[config.mk]
export PLATFORM = sky130hd
export DESIGN_NAME = log2_histogram_percentile_top
export DESIGN_NICKNAME = d
export VERILOG_FILES = /design/src/rtl/core/hlp_pkg.sv /design/src/rtl/core/hlp_queue.sv /design/src/rtl/core/hlp_front.sv /design/src/rtl/core/hlp_back.sv /design/src/rtl/core/log2_histogram_percentile_top.sv
export VERILOG_INCLUDE_DIRS = /design/src /design/src/rtl/core
export SDC_FILE = /design/constraint.sdc
export NUM_CORES = 2
export LEC_CHECK = 0
export BUFFER_PORTS_ARGS = -buffer_cell sky130_fd_sc_hd__buf_4
export CORE_MARGIN = 4
export CORE_UTILIZATION = 45
export DETAILED_ROUTE_END_ITERATION = 8
export SKIP_LAST_GASP = 1
export SYNTH_ARGS = -nofsm -noshare
export SYNTH_HDL_FRONTEND = slang
export SYNTH_HIERARCHICAL = 1
export SYNTH_SLANG_ARGS = --single-unit
[constraint.sdc]
create_clock -name clk -period 6.6 [get_ports clk]
set_input_delay 0.33 -clock clk [delete_from_list [all_inputs] [get_ports clk]]
set_output_delay 0.33 -clock clk [all_outputs]
set_load 0.03 [all_outputs]
[src/rtl/core/log2_histogram_percentile_top_assert.svh]
// ---------------------------------------------------------------------------
// Histogram percentile assertion macros
// Concurrent check macros used by the top level; they sample on clk
// and are disabled while rst_n is low.
// ---------------------------------------------------------------------------
`ifndef LOG2_HISTOGRAM_PERCENTILE_TOP_ASSERT_SVH
`define LOG2_HISTOGRAM_PERCENTILE_TOP_ASSERT_SVH

// Same-cycle implication.
`define HLP_CHK_IMPL(lbl, ante, cons, msg) \
  lbl: assert property (@(posedge clk) disable iff (!rst_n) (ante) |-> (cons)) \
    else $error(msg);

// Next-cycle implication.
`define HLP_CHK_NEXT(lbl, ante, cons, msg) \
  lbl: assert property (@(posedge clk) disable iff (!rst_n) (ante) |=> (cons)) \
    else $error(msg);

`endif

[src/rtl/core/hlp_pkg.sv]
// ---------------------------------------------------------------------------
// Histogram percentile package
// Shared types, constants and helpers of the log2 histogram percentile block.
// ---------------------------------------------------------------------------
`default_nettype none

package hlp_pkg;

  localparam int VAL_W  = 32;
  localparam int PCT_W  = 7;
  localparam int QDEPTH = 4;
  localparam int QPTR_W = 2;
  localparam int QCNT_W = 3;

  localparam logic [VAL_W-1:0] ALL_ONES = {VAL_W{1'b1}};

  typedef enum logic [1:0] {
    CMD_RECORD = 2'd0,
    CMD_QUERY  = 2'd1,
    CMD_CLEAR  = 2'd2
  } cmd_t;

  typedef struct packed {
    cmd_t              cmd;
    logic [VAL_W-1:0]  value;
    logic [PCT_W-1:0]  pct;
  } item_t;

  localparam int ITEM_W = $bits(item_t);

  typedef struct packed {
    logic valid;
    logic full;
  } qstat_t;

  function automatic logic [VAL_W-1:0] sat_inc(input logic [VAL_W-1:0] x);
    sat_inc = (x == ALL_ONES) ? x : x + 1'b1;
  endfunction

endpackage

`default_nettype wire

[src/rtl/core/hlp_queue.sv]
// ---------------------------------------------------------------------------
// Histogram percentile command queue
// Short FIFO between the classifying front and the executing back.
// ---------------------------------------------------------------------------
`default_nettype none

module hlp_queue import hlp_pkg::*; #(
  parameter int W = 8
) (
  input  wire logic         clk,
  input  wire logic         rst_n,
  input  wire logic         push,
  input  wire logic [W-1:0] push_data,
  input  wire logic         pop,
  output qstat_t            qstat,
  output logic   [W-1:0]    pop_data
);

  logic [W-1:0]      ent_r [QDEPTH];
  logic [QPTR_W-1:0] wr_ptr_r, wr_ptr_nxt;
  logic [QPTR_W-1:0] rd_ptr_r, rd_ptr_nxt;
  logic [QCNT_W-1:0] cnt_r, cnt_nxt;

  assign qstat.valid = (cnt_r != '0);
  assign qstat.full  = (cnt_r == QCNT_W'(QDEPTH));
  assign pop_data    = ent_r[rd_ptr_r];

  always_comb begin
    wr_ptr_nxt = push ? wr_ptr_r + 1'b1 : wr_ptr_r;
    rd_ptr_nxt = pop  ? rd_ptr_r + 1'b1 : rd_ptr_r;
    cnt_nxt    = cnt_r;
    if (push && !pop) begin
      cnt_nxt = cnt_r + 1'b1;
    end else if (pop && !push) begin
      cnt_nxt = cnt_r - 1'b1;
    end
  end

  always_ff @(posedge clk) begin
    if (!rst_n) begin
      wr_ptr_r <= '0;
      rd_ptr_r <= '0;
      cnt_r    <= '0;
    end else begin
      wr_ptr_r <= wr_ptr_nxt;
      rd_ptr_r <= rd_ptr_nxt;
      cnt_r    <= cnt_nxt;
    end
  end

  always_ff @(posedge clk) begin
    if (push) begin
      ent_r[wr_ptr_r] <= push_data;
    end
  end

endmodule

`default_nettype wire

[src/rtl/core/hlp_front.sv]
// ---------------------------------------------------------------------------
// Histogram percentile front end
// Accepts transactions, finds the log2 bucket of each sample and queues work.
// ---------------------------------------------------------------------------
`default_nettype none

module hlp_front import hlp_pkg::*; #(
  parameter  int BUCKETS = 32,
  localparam int BIDX_W  = $clog2(BUCKETS)
) (
  input  wire logic              in_valid,
  output logic                   in_stall,
  input  wire logic [1:0]        in_command,
  input  wire logic [VAL_W-1:0]  in_sample_value,
  input  wire logic [PCT_W-1:0]  in_percent,
  input  wire qstat_t            qstat,
  output logic                   push,
  output item_t                  push_item,
  output logic [BIDX_W-1:0]      push_bkt
);

  logic [4:0] lg;
  logic       known_cmd;

  assign in_stall = qstat.full;

  // Position of the highest set bit.
  always_comb begin
    lg = '0;
    for (int i = 0; i < VAL_W; i++) begin
      if (in_sample_value[i]) begin
        lg = 5'(i);
      end
    end
  end

  always_comb begin
    if (in_sample_value == '0) begin
      push_bkt = '0;
    end else if (32'(lg) >= 32'(BUCKETS - 2)) begin
      push_bkt = BIDX_W'(BUCKETS - 1);
    end else begin
      push_bkt = BIDX_W'(32'(lg) + 32'd1);
    end
  end

  always_comb begin
    case (in_command)
      CMD_RECORD, CMD_QUERY, CMD_CLEAR: known_cmd = 1'b1;
      default:                          known_cmd = 1'b0;
    endcase
  end

  // Drop the unused command code at the door.
  assign push            = in_valid && !qstat.full && known_cmd;
  assign push_item.cmd   = cmd_t'(in_command);
  assign push_item.value = in_sample_value;
  assign push_item.pct   = in_percent;

endmodule

`default_nettype wire

[src/rtl/core/hlp_back.sv]
// ---------------------------------------------------------------------------
// Histogram percentile back end
// Updates the bucket store, count and maximum; walks buckets for queries.
// ---------------------------------------------------------------------------
`default_nettype none

module hlp_back import hlp_pkg::*; #(
  parameter  int BUCKETS = 32,
  localparam int BIDX_W  = $clog2(BUCKETS),
  localparam int ACC_W   = VAL_W + PCT_W + $clog2(BUCKETS)
) (
  input  wire logic              clk,
  input  wire logic              rst_n,
  input  wire qstat_t            qstat,
  input  wire item_t             hd_item,
  input  wire logic [BIDX_W-1:0] hd_bkt,
  output logic                   pop,
  output logic                   out_valid,
  input  wire logic              out_stall,
  output logic [VAL_W-1:0]       out_quantile_bound,
  output logic [VAL_W-1:0]       out_sample_total,
  output logic [VAL_W-1:0]       out_largest_sample
);

  typedef enum logic [4:0] {
    ST_RUN  = 5'b00001,
    ST_WRD  = 5'b00010,
    ST_WADD = 5'b00100,
    ST_WCHK = 5'b01000,
    ST_DONE = 5'b10000
  } state_t;

  logic [VAL_W-1:0] mem [BUCKETS];

  state_t              state_r, state_nxt;
  logic [BUCKETS-1:0]  vld_r, vld_nxt;
  logic [VAL_W-1:0]    cnt_r, cnt_nxt;
  logic [VAL_W-1:0]    max_r, max_nxt;
  logic [VAL_W-1:0]    rd_data_r;
  logic                rd_vld_r;
  logic                wr_act_r, wr_act_nxt;
  logic [BIDX_W-1:0]   wr_addr_r, wr_addr_nxt;
  logic                fwd_act_r, fwd_act_nxt;
  logic [BIDX_W-1:0]   fwd_addr_r, fwd_addr_nxt;
  logic [VAL_W-1:0]    fwd_data_r, fwd_data_nxt;
  logic [BIDX_W-1:0]   idx_r, idx_nxt;
  logic [ACC_W-1:0]    acc_r, acc_nxt;
  logic [ACC_W-1:0]    prod_r, prod_nxt;
  logic [VAL_W-1:0]    snap_cnt_r, snap_cnt_nxt;
  logic [VAL_W-1:0]    snap_max_r, snap_max_nxt;
  logic [VAL_W-1:0]    bound_r, bound_nxt;
  logic                out_valid_r, out_valid_nxt;
  logic [VAL_W-1:0]    oq_r, oq_nxt;
  logic [VAL_W-1:0]    ot_r, ot_nxt;
  logic [VAL_W-1:0]    om_r, om_nxt;

  logic [BIDX_W-1:0]   rd_addr;
  logic [VAL_W-1:0]    wr_cur;
  logic [VAL_W-1:0]    wr_data;
  logic [VAL_W-1:0]    eff;
  logic [ACC_W-1:0]    eff_ext;
  logic [VAL_W-1:0]    idx32;

  assign out_valid          = out_valid_r;
  assign out_quantile_bound = oq_r;
  assign out_sample_total   = ot_r;
  assign out_largest_sample = om_r;

  assign eff     = rd_vld_r ? rd_data_r : '0;
  assign eff_ext = ACC_W'(eff);
  assign idx32   = 32'(idx_r);

  // Take the value written last cycle; the read port missed it.
  assign wr_cur  = (fwd_act_r && fwd_addr_r == wr_addr_r) ? fwd_data_r : eff;
  assign wr_data = sat_inc(wr_cur);

  always_comb begin
    state_nxt     = state_r;
    vld_nxt       = vld_r;
    cnt_nxt       = cnt_r;
    max_nxt       = max_r;
    wr_act_nxt    = 1'b0;
    wr_addr_nxt   = wr_addr_r;
    fwd_act_nxt   = wr_act_r;
    fwd_addr_nxt  = wr_addr_r;
    fwd_data_nxt  = wr_data;
    idx_nxt       = idx_r;
    acc_nxt       = acc_r;
    prod_nxt      = prod_r;
    snap_cnt_nxt  = snap_cnt_r;
    snap_max_nxt  = snap_max_r;
    bound_nxt     = bound_r;
    out_valid_nxt = out_valid_r;
    oq_nxt        = oq_r;
    ot_nxt        = ot_r;
    om_nxt        = om_r;
    pop           = 1'b0;
    rd_addr       = idx_r;

    if (wr_act_r) begin
      vld_nxt[wr_addr_r] = 1'b1;
    end
    if (out_valid_r && !out_stall) begin
      out_valid_nxt = 1'b0;
    end

    case (state_r)
      ST_RUN: begin
        if (qstat.valid) begin
          case (hd_item.cmd)
            CMD_RECORD: begin
              pop         = 1'b1;
              rd_addr     = hd_bkt;
              wr_act_nxt  = 1'b1;
              wr_addr_nxt = hd_bkt;
              cnt_nxt     = sat_inc(cnt_r);
              if (hd_item.value > max_r) begin
                max_nxt = hd_item.value;
              end
            end
            CMD_QUERY: begin
              // Hold until the pending bucket write has landed.
              if (!wr_act_r) begin
                pop          = 1'b1;
                snap_cnt_nxt = cnt_r;
                snap_max_nxt = max_r;
                prod_nxt     = ACC_W'(cnt_r) * ACC_W'(hd_item.pct);
                idx_nxt      = '0;
                acc_nxt      = '0;
                if (cnt_r == '0 || hd_item.pct == '0) begin
                  bound_nxt = '0;
                  state_nxt = ST_DONE;
                end else begin
                  state_nxt = ST_WRD;
                end
              end
            end
            CMD_CLEAR: begin
              if (!wr_act_r) begin
                pop     = 1'b1;
                vld_nxt = '0;
                cnt_nxt = '0;
                max_nxt = '0;
              end
            end
            default: pop = 1'b1;
          endcase
        end
      end
      ST_WRD: begin
        rd_addr   = idx_r;
        state_nxt = ST_WADD;
      end
      ST_WADD: begin
        acc_nxt   = acc_r + (eff_ext << 6) + (eff_ext << 5) + (eff_ext << 2);
        state_nxt = ST_WCHK;
      end
      ST_WCHK: begin
        // 100 * running sum >= count * percent is the ceil-rank test.
        if (acc_r >= prod_r) begin
          if (idx_r == '0) begin
            bound_nxt = '0;
          end else if (idx32 >= 32'(BUCKETS - 1) || idx32 >= 32'(VAL_W)) begin
            bound_nxt = ALL_ONES;
          end else begin
            bound_nxt = ~(ALL_ONES << idx32[4:0]);
          end
          state_nxt = ST_DONE;
        end else if (idx_r == BIDX_W'(BUCKETS - 1)) begin
          bound_nxt = ALL_ONES;
          state_nxt = ST_DONE;
        end else begin
          idx_nxt   = idx_r + 1'b1;
          state_nxt = ST_WRD;
        end
      end
      ST_DONE: begin
        if (!out_valid_r || !out_stall) begin
          out_valid_nxt = 1'b1;
          oq_nxt        = bound_r;
          ot_nxt        = snap_cnt_r;
          om_nxt        = snap_max_r;
          state_nxt     = ST_RUN;
        end
      end
      default: state_nxt = ST_RUN;
    endcase
  end

  always_ff @(posedge clk) begin
    if (!rst_n) begin
      state_r     <= ST_RUN;
      vld_r       <= '0;
      cnt_r       <= '0;
      max_r       <= '0;
      wr_act_r    <= 1'b0;
      fwd_act_r   <= 1'b0;
      out_valid_r <= 1'b0;
    end else begin
      state_r     <= state_nxt;
      vld_r       <= vld_nxt;
      cnt_r       <= cnt_nxt;
      max_r       <= max_nxt;
      wr_act_r    <= wr_act_nxt;
      fwd_act_r   <= fwd_act_nxt;
      out_valid_r <= out_valid_nxt;
    end
  end

  always_ff @(posedge clk) begin
    wr_addr_r  <= wr_addr_nxt;
    fwd_addr_r <= fwd_addr_nxt;
    fwd_data_r <= fwd_data_nxt;
    idx_r      <= idx_nxt;
    acc_r      <= acc_nxt;
    prod_r     <= prod_nxt;
    snap_cnt_r <= snap_cnt_nxt;
    snap_max_r <= snap_max_nxt;
    bound_r    <= bound_nxt;
    oq_r       <= oq_nxt;
    ot_r       <= ot_nxt;
    om_r       <= om_nxt;
  end

  // Bucket store: one write port, one registered read port.
  always_ff @(posedge clk) begin
    if (wr_act_r) begin
      mem[wr_addr_r] <= wr_data;
    end
    rd_data_r <= mem[rd_addr];
    rd_vld_r  <= vld_r[rd_addr];
  end

endmodule

`default_nettype wire

[src/rtl/core/log2_histogram_percentile_top.sv]
// ---------------------------------------------------------------------------
// Log2 histogram percentile estimator, top level
// Record: one transaction per cycle while in_stall is low; the bucket store is written
// from the registered write request after the back end pops the record. Query: the
// back end walks the buckets with one read, add and check step per bucket (ST_WRD,
// ST_WADD, ST_WCHK), then ST_DONE presents the result; query and clear wait for a pending write.
// Reset: synchronous; control, count, maximum and bucket valid bits cleared.
// ---------------------------------------------------------------------------
`default_nettype none
`include "log2_histogram_percentile_top_assert.svh"

module log2_histogram_percentile_top import hlp_pkg::*; #(
  parameter int BUCKETS = 32
) (
  input  wire logic              clk,
  input  wire logic              rst_n,
  input  wire logic              in_valid,
  output logic                   in_stall,
  input  wire logic [1:0]        in_command,
  input  wire logic [VAL_W-1:0]  in_sample_value,
  input  wire logic [PCT_W-1:0]  in_percent,
  output logic                   out_valid,
  input  wire logic              out_stall,
  output logic [VAL_W-1:0]       out_quantile_bound,
  output logic [VAL_W-1:0]       out_sample_total,
  output logic [VAL_W-1:0]       out_largest_sample
);

  localparam int BIDX_W = $clog2(BUCKETS);
  localparam int QW     = ITEM_W + BIDX_W;

  qstat_t            qstat;
  logic              q_push;
  logic              q_pop;
  item_t             push_item;
  logic [BIDX_W-1:0] push_bkt;
  logic [QW-1:0]     q_head;

  hlp_front #(.BUCKETS(BUCKETS)) u_front (
    .in_valid        (in_valid),
    .in_stall        (in_stall),
    .in_command      (in_command),
    .in_sample_value (in_sample_value),
    .in_percent      (in_percent),
    .qstat           (qstat),
    .push            (q_push),
    .push_item       (push_item),
    .push_bkt        (push_bkt)
  );

  hlp_queue #(.W(QW)) u_queue (
    .clk       (clk),
    .rst_n     (rst_n),
    .push      (q_push),
    .push_data ({push_item, push_bkt}),
    .pop       (q_pop),
    .qstat     (qstat),
    .pop_data  (q_head)
  );

  hlp_back #(.BUCKETS(BUCKETS)) u_back (
    .clk                (clk),
    .rst_n              (rst_n),
    .qstat              (qstat),
    .hd_item            (q_head[QW-1:BIDX_W]),
    .hd_bkt             (q_head[BIDX_W-1:0]),
    .pop                (q_pop),
    .out_valid          (out_valid),
    .out_stall          (out_stall),
    .out_quantile_bound (out_quantile_bound),
    .out_sample_total   (out_sample_total),
    .out_largest_sample (out_largest_sample)
  );

  `HLP_CHK_IMPL(a_no_push_full, q_push, !qstat.full, "queue push while full")
  `HLP_CHK_IMPL(a_no_pop_empty, q_pop, qstat.valid, "queue pop while empty")
  `HLP_CHK_NEXT(a_full_holds, qstat.full && !q_pop, qstat.full, "queue lost an entry")

endmodule

`default_nettype wire

==> results.tsv <==
stage	metric	value	unit
status	status	finished clean	
floorplanning	row count	150	
power_and_ir_drop	Total Power	37.4	mW
synth	Post-synth EDFFs	1491	
floorplanning	Die X	420	µm
floorplanning	core box area	168000	µm²
timing	headroom to the max-slew limit	0.139	
route	via count	48636	
timing	crit path time final	6.25	ns
setup_path	critical-path maximum fanout	32	
placement	port bufs	142	
cts	number of buffers created by CTS	173	
global_route	largest net degree at the start of global routing	99	
cts	CTS tree	built	
timing	endpoints failing hold	0	
setup_path	Critical Path Sink Type	flop	
cells_and_area	fin nets	6590	
route	WL final	204000	µm
setup_path	Crit Path Class	flop to flop	
power_and_ir_drop	peak supply drop	365	µV
synth	most common flop cell mapped by yosys	edfxtp_1	
synth	sequential share of the synthesized area	0.634	
cts	clk_lat worst skew	0.83	ns
route	via/cell ratio	5.72	
floorplanning	number of top-level pins	143	
route	DRC	0	
setup_path	CP max-delay cell	mux4_2	
setup_path	Critical Path Most Common Cell	fa_1	
floorplanning	die footprint	176000	µm²
global_route	All-Layer GR Usage	0.230	
timing	worst-margin pin slew	1.29	ns
cells_and_area	commonest cells after routing, fill and taps aside	edfxtp_1, nand2_1, nand3_1	
synth	Cell variety after synth	88	
global_route	first-pass GRT wire length	305000	µm
synth	Synth Cell Area	76400	µm²
synth	Synth area leaders	edfxtp_1, nand2_1, fa_1	
cts	Post-CTS Setup Inserts	0	
cts	root buf cell	clkbuf_16	
floorplanning	Starting Density	0.455	
global_route	vias in the first global route	47842	
synth	syn_nets	6419	
timing	final setup violation count	0	
synth	cell taking the most area after synthesis	edfxtp_1	
synth	flop and latch count out of synthesis	1674	
route	violation count after the first detailed-route iteration	4606	
synth	synth warn	6	
synth	cells after synthesis	5971	
timing	fmax	160	MHz
placement	Placement Setup Slack	0.349	ns
cells_and_area	most common cell after layout, fill and taps aside	edfxtp_1	
placement	gpl congestion	0.836	
cts	CTS Sinks	1674	
setup_path	startpoint type of the worst setup path	flop	
power_and_ir_drop	pwr/cell area	431	nW/µm²
route	Pre-antenna DRT Iters	8	
floorplanning	die height	420	µm
timing	fin crit share	0.947	
timing	skew final	0.0423	ns
global_route	initial antenna violation count	1	
setup_path	crit-path cells	mux4_2 -> buf_4 -> and2_1 -> fa_1 -> fa_1 -> fa_1 -> inv_1 -> fa_1 -> inv_1 -> ha_1 -> a211o_1 -> o311a_1 -> o311ai_0 -> buf_4 -> a21oi_1 -> o21ai_0 -> a21oi_1 -> o21ai_0 -> xnor2_1	
timing	RSZ-0062 raised after global routing	no	
cells_and_area	layout cells sized above 1	0.112	
route	routed length per instance	24.0	µm
route	Post-DRT Antenna Nets	0	
cts	CTS Buffer Depth	3	
cells_and_area	P&R area growth vs syn	13.8	%
hold_path	Min-Delay Path Class	primary input to flop	
power_and_ir_drop	Leak	31.8	nW
setup_path	Worst EP arrival	6.81	ns
timing	Hold Slack	0.0710	ns
setup_path	Max stage delay on crit path	0.54	ns
setup_path	CP required	7.15	ns
synth	share of the synthesized area in the top cell type	0.586	
timing	Slew Viols, Final	0	
cts	htree depth	4	
global_route	Remaining Overflow, GRT	0	
job	maxcap violations	0	
placement	DP HPWL	120000	µm
cts	Reg clk slew, reported paths	0.06	ns
synth	asr flop ratio synth	0	
synth	syn avg cell area	12.8	µm²
cells_and_area	final non-filler cell total	8499	
placement	Inst Count DP	8126	
timing	final worst slack	0.347	ns
timing	setup TNS	0	ns
[final timing paths]
kind                         startpoint                       endpoint  slack [ns]  depth (start not counted)
setup / recovery                   flop              u_back/prod_r[27]        0.35                         19
hold / removal                 in_valid            u_queue/wr_ptr_r[1]        0.07                          5
setup reg to reg                   flop              u_back/prod_r[27]        0.35                         19
hold reg to reg   u_back/snap_max_r[22]  u_back/out_largest_sample[22]        0.40                          0
[metrics by stage]
stage                     area, µm²  utilization
after floorplan               76400            -
after global placement        80600        0.480
after detailed placement      80600        0.480
after CTS                     86900        0.517
after global routing          86900        0.517
final                         86900        0.517
[Yosys cell counts (10+ instances only)]
master	number
a211oi_1	16
a21o_1	54
a21oi_1	127
a31oi_1	14
a32oi_1	66
and2_1	230
and3_1	20
buf_1	13
buf_2	10
buf_4	45
clkbuf_1	272
dfxtp_1	183
edfxtp_1	1491
fa_1	211
ha_1	192
inv_1	254
mux2i_1	124
mux4_2	40
nand2_1	1126
nand2b_1	15
nand3_1	449
nand3b_1	42
nand4_1	166
nor2_1	190
nor2b_1	13
nor3_1	41
nor4_1	21
o211ai_1	45
o21a_1	80
o21ai_0	116
o21bai_1	14
o31ai_1	10
or3_1	26
xnor2_1	73
xor2_1	48
[cell type report]
cell class	count	area (µm²)
clock inverter	85	1010
multi-input combinational	3695	26000
sequential	1674	48400
timing repair buffer	344	2930
antenna	1	2.50
fill	14116	81100
inverter	254	956
tap	2204	2760
clock buffer	242	4780
[critical path, delay by kind of cell (launching register included)]
kind,cells,cell delay (ns)
adders and majority gates,5,2.34
buffers and inverters,4,0.58
muxes,1,0.54
DFF,1,0.47
and+or+nand+nor,1,0.23
xor gates and xnor gates,1,0.09
AOI/OAI and AO/OA,7,1.73
[report_power, final]
group,internal [mW],switching [mW]
logic,4.67,8.89
registers,13.4,0.533
clock network,5.73,4.17
[kinds of logic (layout without fill, tap and decap cells)]
logic type                 after synthesis  in the layout  synth area share
and+or+nand+nor                       2383           2383             0.146
DFF                                   1674           1674             0.634
AOI/OAI and AO/OA                      609            609            0.0539
buffers and inverters                  604            925            0.0334
adders and majority gates              403            403            0.0868
muxes                                  174            176            0.0308
xor gates and xnor gates               124            124            0.0145
other                                    0              1                 0
[flip-flops by register name, summed over array words and instances (netlist names), 39 cells and up, named ones only]
signal	cells
u_back/acc_r	42
u_back/mem	1024
u_back/prod_r	39
u_queue/ent_r	184
[layer usage]
layer / wire [µm] / GRT usage
met2: 94300 / 0.361
met1: 89400 / 0.330
met5: 0 / 0
met4: 5130 / 0.0656
met3: 14900 / 0.0383
[repair_timing]
item,4_1_cts,5_1_grt
resized for setup,0,1
setup endpoints to repair,0,2
hold endpoints to repair,168,0
hold buffers,43,0
(Power assumes the default switching activity.)
